## config.mk

```make
export PLATFORM = sky130hd
export DESIGN_NAME = vme_stack_command_encoder
export DESIGN_NICKNAME = d
export VERILOG_FILES = /design/src/rtl/vsce_pkg.sv /design/src/rtl/vsce_encoder.sv /design/src/rtl/vsce_serializer.sv /design/src/rtl/vme_stack_command_encoder.sv
export SDC_FILE = /design/constraint.sdc
export NUM_CORES = 1
export LEC_CHECK = 0
export BUFFER_PORTS_ARGS = -buffer_cell sky130_fd_sc_hd__buf_2
export CORE_UTILIZATION = 56
export DETAILED_ROUTE_END_ITERATION = 10
export PLACE_DENSITY = 0.78
export SYNTH_ARGS = -nofsm -noshare
export SYNTH_HDL_FRONTEND = slang
export SYNTH_HIERARCHICAL = 1
export SYNTH_SLANG_ARGS = --single-unit
```

## constraint.sdc

```tcl
create_clock -name clk -period 12.05 [get_ports clk]
set_clock_uncertainty 0.05 [all_clocks]
set_input_delay 2.41 -clock clk [delete_from_list [all_inputs] [get_ports clk]]
set_output_delay 2.41 -clock clk [all_outputs]
set_load 0.01 [all_outputs]
```

## src/rtl/vsce_pkg.sv

```systemverilog
// Package: shared types, opcodes and mode-word constants for the stack command encoder.
`default_nettype none

package vsce_pkg;

  // Command codes
  localparam logic [3:0] OP_READ8     = 4'd0;
  localparam logic [3:0] OP_READ16    = 4'd1;
  localparam logic [3:0] OP_READ32    = 4'd2;
  localparam logic [3:0] OP_WRITE8    = 4'd3;
  localparam logic [3:0] OP_WRITE16   = 4'd4;
  localparam logic [3:0] OP_WRITE32   = 4'd5;
  localparam logic [3:0] OP_BLK_READ  = 4'd6;
  localparam logic [3:0] OP_FIFO_READ = 4'd7;
  localparam logic [3:0] OP_REG_READ  = 4'd8;
  localparam logic [3:0] OP_REG_WRITE = 4'd9;
  localparam logic [3:0] OP_DELAY     = 4'd10;
  localparam logic [3:0] OP_MARKER    = 4'd11;
  localparam logic [3:0] OP_CNT_READ8 = 4'd12;
  localparam logic [3:0] OP_CNT_READ16 = 4'd13;
  localparam logic [3:0] OP_CNT_READ32 = 4'd14;

  // Mode word bits
  localparam logic [31:0] M_NW    = 32'h0000_0100;
  localparam logic [31:0] M_NA    = 32'h0000_0400;
  localparam logic [31:0] M_SELF  = 32'h0000_1000;
  localparam logic [31:0] M_MARK  = 32'h0000_2000;
  localparam logic [31:0] M_DELAY = 32'h0000_8000;
  localparam logic [31:0] M_ND    = 32'h0004_0000;

  // MBLT address modifiers
  localparam logic [5:0] AM_MBLT_A32 = 6'h08;
  localparam logic [5:0] AM_MBLT_A24 = 6'h0c;

  localparam int unsigned MAX_WORDS = 3;

  typedef struct packed {
    logic [3:0]  opcode;
    logic [31:0] bus_address;
    logic [5:0]  address_modifier;
    logic [31:0] write_value;
    logic [31:0] transfer_count;
    logic [31:0] count_mask;
  } cmd_t;

  typedef struct packed {
    logic [31:0] stack_word;
    logic        last_word;
  } stk_t;

  // Encoded word set for one command; word[0] goes out first
  typedef struct packed {
    logic [MAX_WORDS-1:0][31:0] word;
    logic [1:0]                 count;
  } word_set_t;

endpackage

`default_nettype wire

```

## src/rtl/vsce_encoder.sv

```systemverilog
// Encoder: request register and the combinational stack word encoding.
`default_nettype none

module vsce_encoder (
  input  wire logic              clk,
  input  wire logic              rst,
  input  wire logic              cmd_valid,
  output logic                   cmd_stall,
  input  wire vsce_pkg::cmd_t    cmd,
  output logic                   set_valid,
  output vsce_pkg::word_set_t    set,
  input  wire logic              set_take
);
  import vsce_pkg::*;

  logic  req_valid;
  cmd_t  req;

  logic [31:0] am;
  logic [31:0] a16;
  logic [31:0] a32;
  logic [31:0] strobe;
  logic [31:0] byte_dup;
  logic        mblt;
  logic        cnt_hi;
  logic        cnt_256;
  logic [7:0]  bits;
  logic        ext;
  logic [31:0] blk_mode;

  assign cmd_stall = req_valid && !set_take;
  assign set_valid = req_valid;

  always_ff @(posedge clk) begin
    if (rst) begin
      req_valid <= 1'b0;
    end else if (!cmd_stall) begin
      req_valid <= cmd_valid;
    end
  end

  always_ff @(posedge clk) begin
    if (cmd_valid && !cmd_stall) begin
      req <= cmd;
    end
  end

  always_comb begin
    am       = {26'd0, req.address_modifier};
    a16      = {req.bus_address[31:1], 1'b1};
    a32      = {req.bus_address[31:2], 2'b00};
    strobe   = req.bus_address[0] ? 32'h40 : 32'h80;
    byte_dup = {16'd0, req.write_value[7:0], req.write_value[7:0]};

    // block count: MBLT allows 256 (encoded as 0); other modes cap at 254
    mblt    = (req.address_modifier == AM_MBLT_A32) ||
              (req.address_modifier == AM_MBLT_A24);
    cnt_hi  = |req.transfer_count[31:8];
    cnt_256 = (req.transfer_count == 32'd256);
    if (mblt) begin
      if (cnt_256) begin
        bits = 8'h00;
      end else if (cnt_hi) begin
        bits = 8'hff;
      end else begin
        bits = req.transfer_count[7:0];
      end
    end else if (cnt_hi || (req.transfer_count[7:0] > 8'd254)) begin
      bits = 8'hff;
    end else begin
      bits = req.transfer_count[7:0];
    end
    ext      = (bits == 8'hff);
    blk_mode = M_NW | am | {bits, 24'd0} |
               ((req.opcode == OP_FIFO_READ) ? M_NA : 32'd0);

    set.word  = '0;
    set.count = 2'd0;
    unique case (req.opcode)
      OP_READ8: begin
        set.word[0] = M_NW | am | strobe;
        set.word[1] = a16;
        set.count   = 2'd2;
      end
      OP_READ16: begin
        set.word[0] = M_NW | am;
        set.word[1] = a16;
        set.count   = 2'd2;
      end
      OP_READ32: begin
        set.word[0] = M_NW | am;
        set.word[1] = a32;
        set.count   = 2'd2;
      end
      OP_WRITE8: begin
        set.word[0] = am | strobe;
        set.word[1] = a16;
        set.word[2] = byte_dup;
        set.count   = 2'd3;
      end
      OP_WRITE16: begin
        set.word[0] = am;
        set.word[1] = a16;
        set.word[2] = {16'd0, req.write_value[15:0]};
        set.count   = 2'd3;
      end
      OP_WRITE32: begin
        set.word[0] = am;
        set.word[1] = a32;
        set.word[2] = req.write_value;
        set.count   = 2'd3;
      end
      OP_BLK_READ, OP_FIFO_READ: begin
        set.word[0] = blk_mode;
        if (ext) begin
          set.word[1] = req.transfer_count;
          set.word[2] = req.bus_address;
          set.count   = 2'd3;
        end else begin
          set.word[1] = req.bus_address;
          set.count   = 2'd2;
        end
      end
      OP_REG_READ: begin
        set.word[0] = M_NW | M_SELF;
        set.word[1] = req.bus_address;
        set.count   = 2'd2;
      end
      OP_REG_WRITE: begin
        set.word[0] = M_SELF;
        set.word[1] = req.bus_address;
        set.word[2] = req.write_value;
        set.count   = 2'd3;
      end
      OP_DELAY: begin
        set.word[0] = M_DELAY | {24'd0, req.write_value[7:0]};
        set.count   = 2'd1;
      end
      OP_MARKER: begin
        set.word[0] = M_MARK;
        set.word[1] = {16'd0, req.write_value[15:0]};
        set.count   = 2'd2;
      end
      OP_CNT_READ8: begin
        set.word[0] = M_ND | M_NW | am | strobe;
        set.word[1] = req.count_mask;
        set.word[2] = a16;
        set.count   = 2'd3;
      end
      OP_CNT_READ16: begin
        set.word[0] = M_ND | M_NW | am;
        set.word[1] = req.count_mask;
        set.word[2] = a16;
        set.count   = 2'd3;
      end
      OP_CNT_READ32: begin
        set.word[0] = M_ND | M_NW | am;
        set.word[1] = req.count_mask;
        set.word[2] = a32;
        set.count   = 2'd3;
      end
      default: begin
        set.count = 2'd0;
      end
    endcase
  end

`ifndef NO_ASSERTIONS
  a_empty_only_unused: assert property (@(posedge clk) disable iff (rst)
    req_valid |-> ((set.count == 2'd0) == (req.opcode == 4'hf)))
    else $error("empty word set for a defined opcode");

  a_ext_three_words: assert property (@(posedge clk) disable iff (rst)
    (req_valid && ext && (req.opcode == OP_BLK_READ || req.opcode == OP_FIFO_READ))
      |-> (set.count == 2'd3))
    else $error("extended count word missing");

  a_held_while_stalled: assert property (@(posedge clk) disable iff (rst)
    (req_valid && !set_take) |=> (req_valid && $stable(req)))
    else $error("request register changed before it was taken");
`endif

endmodule

`default_nettype wire

```

## src/rtl/vsce_serializer.sv

```systemverilog
// Serialiser: spills a word set via an output register, one word a cycle unless stalled.
`default_nettype none

module vsce_serializer (
  input  wire logic                clk,
  input  wire logic                rst,
  input  wire logic                set_valid,
  input  wire vsce_pkg::word_set_t set,
  output logic                     set_take,
  output logic                     stk_valid,
  input  wire logic                stk_stall,
  output vsce_pkg::stk_t           stk
);
  import vsce_pkg::*;

  logic [1:0][31:0] rem;
  logic [1:0]       rem_cnt;
  logic             out_free;
  logic             load;

  assign out_free = !stk_valid || !stk_stall;
  assign load     = set_valid && out_free && (rem_cnt == 2'd0);
  // an empty set is simply dropped
  assign set_take = set_valid && ((set.count == 2'd0) || load);

  always_ff @(posedge clk) begin
    if (rst) begin
      stk_valid <= 1'b0;
      rem_cnt   <= 2'd0;
    end else if (out_free) begin
      if (rem_cnt != 2'd0) begin
        stk_valid      <= 1'b1;
        stk.stack_word <= rem[0];
        stk.last_word  <= (rem_cnt == 2'd1);
        rem[0]         <= rem[1];
        rem_cnt        <= rem_cnt - 2'd1;
      end else if (load && (set.count != 2'd0)) begin
        stk_valid      <= 1'b1;
        stk.stack_word <= set.word[0];
        stk.last_word  <= (set.count == 2'd1);
        rem[0]         <= set.word[1];
        rem[1]         <= set.word[2];
        rem_cnt        <= set.count - 2'd1;
      end else begin
        stk_valid <= 1'b0;
      end
    end
  end

`ifndef NO_ASSERTIONS
  a_rem_bound: assert property (@(posedge clk) disable iff (rst)
    rem_cnt != 2'd3)
    else $error("more than two words pending");

  a_rem_not_last: assert property (@(posedge clk) disable iff (rst)
    (rem_cnt != 2'd0) |-> (stk_valid && !stk.last_word))
    else $error("words pending behind a last word");

  a_no_gap: assert property (@(posedge clk) disable iff (rst)
    (stk_valid && !stk_stall && !stk.last_word) |=> stk_valid)
    else $error("gap inside one command's words");
`endif

endmodule

`default_nettype wire

```

## src/rtl/vme_stack_command_encoder.sv

```systemverilog
// Top level: bus command to controller stack word encoder.
`default_nettype none

//  channel | direction | payload         | handshake
//  cmd     | in        | vsce_pkg::cmd_t | cmd_valid / cmd_stall
//  stk     | out       | vsce_pkg::stk_t | stk_valid / stk_stall
//
//  A request is registered, encoded in one pass into one to three stack
//  words and sent one word a cycle while stk_stall is low; the next
//  request waits in the request register, so no gap between commands.
//  The first word passes the request register, then the output register,
//  to stk; opcode 15 is accepted and produces no words.
//  Reset (rst, synchronous) empties the request and output registers;
//  stk_stall holds the output word, cmd_stall rises while a request waits.

module vme_stack_command_encoder (
  input  wire logic           clk,
  input  wire logic           rst,
  input  wire logic           cmd_valid,
  output logic                cmd_stall,
  input  wire vsce_pkg::cmd_t cmd,
  output logic                stk_valid,
  input  wire logic           stk_stall,
  output vsce_pkg::stk_t      stk
);
  import vsce_pkg::*;

  logic      set_valid;
  logic      set_take;
  word_set_t set;

  vsce_encoder u_encoder (
    .clk       (clk),
    .rst       (rst),
    .cmd_valid (cmd_valid),
    .cmd_stall (cmd_stall),
    .cmd       (cmd),
    .set_valid (set_valid),
    .set       (set),
    .set_take  (set_take)
  );

  vsce_serializer u_serializer (
    .clk       (clk),
    .rst       (rst),
    .set_valid (set_valid),
    .set       (set),
    .set_take  (set_take),
    .stk_valid (stk_valid),
    .stk_stall (stk_stall),
    .stk       (stk)
  );

endmodule

`default_nettype wire
```

Word-level counts from Yosys, hierarchy flattened
Index checks and enable logic that the tools add are counted.

storage, ports and cells
  word-level logic and storage cells = 100
  bits in registers = 239

operators by class
  add/sub/neg operators = 2
  order comparisons = 1
  bitwise logic cells = 7
  reduce and logical (&&, ||, !) cells = 36
  muxes and demuxes = 21
  equality and inequality tests = 20

operator list
  kind                                                                    count
  32-bit case mux with 6 select lines                                     2
  32-bit case mux with 11 select lines                                    1
  32-bit two-way mux                                                      4
  33-bit two-way mux                                                      2
  9-bit by 32-bit bitwise OR with 32-bit output                           2
  8-bit two-way mux                                                       5
  32-bit by 9-bit equality test with 1-bit output, second input constant  1
  19-bit by 32-bit bitwise OR with 32-bit output                          1
  32-bit bitwise OR                                                       1
  6-bit by 32-bit bitwise OR with 32-bit output                           1
  4-bit equality test, second input constant                              7
  24-bit OR reduction                                                     1
  4-bit by 3-bit equality test with 1-bit output, second input constant   4
  2-bit OR reduction                                                      8
  6-bit by 4-bit equality test with 1-bit output, second input constant   2
  11-bit two-way mux                                                      1
  4-bit by 2-bit equality test with 1-bit output, second input constant   2
  8-bit equality test, second input constant                              1
  8-bit greater-than comparator, second input constant                    1
  2-bit case mux with 4 select lines                                      1
  7-bit OR reduction                                                      1
  1-bit logical AND                                                       6
  2-bit nonzero test                                                      3
  5-bit OR reduction                                                      1
  other kinds (15)                                                        28

Longest topological paths before layout
  depth after elaboration = 14
  mapped depth = 13
  mapped depth without buffers = 12

Hierarchy
The synthesis kept the hierarchy.

modules (own cells, without submodules)
  module           cells an instance  area each (um^2)  seq. area each (um^2)  instances
  vsce_encoder     449                6098.3            4164.0                 1
  vsce_serializer  194                3957.5            2972.9                 1

Least setup slack after synthesis
No wires, ideal clock.

  path type = in2reg
  start = input port stk_stall
  end = register u_encoder.req (netlist bit u_encoder/a16[10]), enable pin
  library setup time = 0.653 ns
  path slack = 2.494 ns
  buffers on the path = 0
  arrival = 8.853 ns
  stages on the path = 5
  cell sequence = nand2_1 > a21oi_1 > nor2b_1 > nor2b_1 > nor2b_1

between the ends
  word-level cells in the longest chain between the ends = 10

ends and longest elaborated chain
  item                             RTL line                         text
  start, declared                  vme_stack_command_encoder.sv:23  input wire logic stk_stall,
  1-bit zero test                  vsce_serializer.sv:21            assign out_free = !stk_valid || !stk_stall;
  1-bit logical OR                 vsce_serializer.sv:21
  1-bit logical AND (2 in series)  vsce_serializer.sv:22            assign load = set_valid && out_free && (rem_cnt == 2'd0);
  1-bit logical OR                 vsce_serializer.sv:24            assign set_take = set_valid && ((set.count == 2'd0) || load);
  1-bit logical AND                vsce_serializer.sv:24
  named net set_take               vme_stack_command_encoder.sv:29  logic set_take;
  1-bit zero test                  vsce_encoder.sv:31               assign cmd_stall = req_valid && !set_take;
  1-bit logical AND                vsce_encoder.sv:31
  named net cmd_stall              vme_stack_command_encoder.sv:20  output logic cmd_stall,
  1-bit zero test                  n/a
  1-bit logical AND                vsce_encoder.sv:43               if (cmd_valid && !cmd_stall) begin
  end signal, assigned             vsce_encoder.sv:44               req <= cmd;
  end, declared                    vsce_encoder.sv:17               cmd_t req;

The timed path passes the listed nets, and every way through them passes these cells.
A chain may end at the register's enable or synchronous reset.

Worst setup path in the final report
  start = input port stk_stall
  end = output port cmd_stall

between the ends
  word-level cells in the longest chain between the ends = 8

ends and longest elaborated chain
  item                             RTL line
  1-bit zero test                  vsce_serializer.sv:21
  1-bit logical OR                 vsce_serializer.sv:21
  1-bit logical AND (2 in series)  vsce_serializer.sv:22
  1-bit logical OR                 vsce_serializer.sv:24
  1-bit logical AND                vsce_serializer.sv:24
  named net set_take               vme_stack_command_encoder.sv:29
  1-bit zero test                  vsce_encoder.sv:31
  1-bit logical AND                vsce_encoder.sv:31
  end, declared                    vme_stack_command_encoder.sv:20

The timed path passes the listed nets, and every way through them passes these cells.

==> impl_metrics.csv <==
group,metric,value,unit
pwr,peakVddDrop,0.1310,mV
worst_setup_path,cp-end-kind,"primary output",
routing,drtIter0Drc,601,
worst_setup_path,startpoint_type,"primary input",
floorplanning,rows,48,
routing,post_drt_wl_per_cell,21.29,um
place,dp.cells,1019,
cells_and_area,area_growth,18.48,%
grt,grt_use_total,0.2480,
cts,cts_tree,"done",
routing,routed_via_density,5.908,
worst_setup_path,ff2ff_setup_slack,7.27,ns
cts,cts_resized,0,
synthesis,synth_area,10060,um2
place,preCtsSetupSlack,6.178,ns
routing,vias,6292,
timing,setup_ws,6.172,ns
grt,overflow,0,
timing,post-route-period-util,0.4878,
cts,cts_setup_buffers,0,
floorplanning,fp.dieH,136.0,um
place,placed_cell_area,11060,um2
cts,cts.sinks,239,
grt,antenna_found_initial,0,
grt,grt_pass1_vias,6264,
timing,setup_tns,0,ns
cells_and_area,layout_commonest_cell,"edfxtp_1",
cts,clk_path_buf_depth,3,
synthesis,avgSynthCellArea,15.64,um2
worst_setup_path,critPathKind,"in -> out",
synthesis,ys_types,56,
routing,drc,0,
cts,htreeDepth,1,
cells_and_area,final_cell_mix,"235 x edfxtp_1, 176 x buf_2, 59 x o21ai_0",
job,cap_violations,0,
worst_setup_path,worstPathArrival,3.42,ns
timing,worstMarginPinSlew,1.319,ns
timing,hold_violations,0,
worst_hold_path,hp-class,"reg -> reg",
worst_setup_path,worstPathRequired,9.59,ns
cts,clk_transition_reported_paths,0.06,ns
timing,fmax,170.1,MHz
floorplanning,die_w,136.0,um
cells_and_area,insertedDiodeCount,0,
cts,cts_inserted_buffers,25,
routing,first_pass_iters,5,
synthesis,yosys_warnings,6,
floorplanning,io_pins,177,
timing,drv_slew,0,
synthesis,synth_ff_type,"edfxtp_1",
pwr,power_density,169.7,nW/um2
pwr,power,2.022,mW
synthesis,async_flop_share,0,
cts,holdBufCountCts,0,
cts,clk_latency,0.52,ns
timing,fin_crit,5.878,ns
timing,finalSetupViolations,0,
synthesis,ys_ff_latch,239,
timing,rsz0062_at_grt,"no",
routing,ant_nets,0,
synthesis,syn-instance-count,643,
synthesis,ys_seq_area_frac,0.7097,
timing,slew_headroom,0.1197,
grt,grt_pass1_wl,34210,um
cells_and_area,finalNetCount,965,
place,io_buffers,176,
cells_and_area,fin_cells,1065,
run_status,outcome,"finished, final reports clean",
cells_and_area,drive_above_1_share,0.3643,
synthesis,synth_edf_count,235,
place,dp_hpwl,15410,um
routing,wl,22680,um
floorplanning,die-area,18500,um2
cts,clock-root-buffer,"clkbuf_16",
worst_setup_path,crit_path_max_fanout,4,
cells_and_area,stdcell_area,11910,um2
grt,grt_max_degree,72,
pwr,p_leak,4.548,nW
place,place.gp.congestion,0.8538,
floorplanning,initial_utilization,0.5774,
floorplanning,core_area,17420,um2
-- synthesized netlist by cell type (3+ instances only) --
| cell type | n | area (um2) |
|---|---|---|
| nor4_1 | 6 | 37.54 |
| nor4b_1 | 3 | 26.28 |
| nand3_1 | 6 | 30.03 |
| edfxtp_1 | 235 | 7057 |
| a31oi_1 | 4 | 25.02 |
| nand2_1 | 28 | 105.1 |
| o22ai_1 | 5 | 31.28 |
| dfxtp_1 | 4 | 80.08 |
| o21ai_1 | 12 | 60.06 |
| o21ai_0 | 59 | 295.3 |
| buf_6 | 5 | 56.30 |
| mux2_2 | 47 | 529.3 |
| buf_2 | 12 | 60.06 |
| clkbuf_1 | 9 | 33.78 |
| mux2i_1 | 10 | 100.1 |
| a222oi_1 | 8 | 80.08 |
| nor2_1 | 15 | 56.30 |
| and4_2 | 3 | 30.03 |
| a21oi_1 | 14 | 70.07 |
| mux2_4 | 17 | 255.2 |
| inv_1 | 30 | 112.6 |
| a22o_1 | 19 | 166.4 |
| nand2b_1 | 4 | 25.02 |
| nor2b_1 | 5 | 31.28 |
| buf_4 | 14 | 105.1 |
| a22oi_1 | 31 | 232.7 |
-- area by class of cell --
| type | count | area, um2 |
|---|---|---|
| Clock buffer | 32 | 651.9 |
| Clock inverter | 14 | 205.2 |
| Fill cell | 1188 | 5503 |
| Inverter | 30 | 112.6 |
| Multi-Input combinational cell | 339 | 2570 |
| Sequential cell | 239 | 7137 |
| Tap cell | 225 | 281.5 |
| Timing Repair Buffer | 186 | 955.9 |
-- report_power, final --
part / switching (mW) / leakage, nW / internal, mW
combinational: 0.112 / 1.86 / 0.0902
sequential: 0.0312 / 2.27 / 0.994
clock: 0.303 / 0.419 / 0.491
-- state kept, by name (all words and copies together) (netlist names) --
| register | flops |
|---|---|
| u_serializer/stk | 33 |
| u_serializer/rem_cnt | 2 |
| u_encoder/byte_dup | 8 |
| u_serializer/rem | 64 |
| u_encoder/req | 93 |
| u_encoder/a16 | 31 |
| u_serializer/stk_valid | 1 |
| u_encoder/am | 6 |
| u_encoder/set_valid | 1 |
-- path summary, 6_finish.rpt --
path / from / cells past startpoint / end
max: stk_stall / 6 / cmd_stall
min: u_encoder/req[80] / 2 / u_serializer/rem[48]
max reg2reg: u_encoder/am[1] / 13 / u_encoder/a16[18]
min reg2reg: u_encoder/req[80] / 2 / u_serializer/rem[48]
-- critical path, stage by stage --
cell and delay (ns):
buf_2 0.15, nand2_1 0.11, a21oi_1 0.19, nor2b_1 0.07
nor2b_1 0.30, buf_2 0.20
-- kinds of logic (layout without fill, tap and decap cells) --
group           Yosys count  count (layout)  share of synthesized area
flops                   239             239                     0.7097
compound gates          164             164                     0.1079
simple gates             88              88                    0.04902
mux                      74              74                    0.08797
buf+inv                  74             262                    0.04168
fa+ha+maj                 2               2                   0.002488
other cells               1              10                  0.0003729
xor+xnor                  1               1                  0.0008711
-- through the flow --
| stage | hold slack, ns | utilization |
|---|---|---|
| after global placement | 0.4619 | 0.6348 |
| after global routing | 0.5056 | 0.6841 |
| final | 0.4850 | 0.6841 |
| after floorplan | 0.4391 | - |
| after detailed placement | 0.4682 | 0.6348 |
| after CTS | 0.4843 | 0.6841 |
-- metal layers --
layer  track usage  part of all wire  vias to the layer above
met1        0.3348              0.40                     3054
li1              -                 -                     2847
met3       0.04661             0.083                       48
met5             0                 0                        -
met2        0.4083              0.49                      343
met4       0.07716             0.029                        0
No activity file was read; power rests on OpenSTA's default activity.
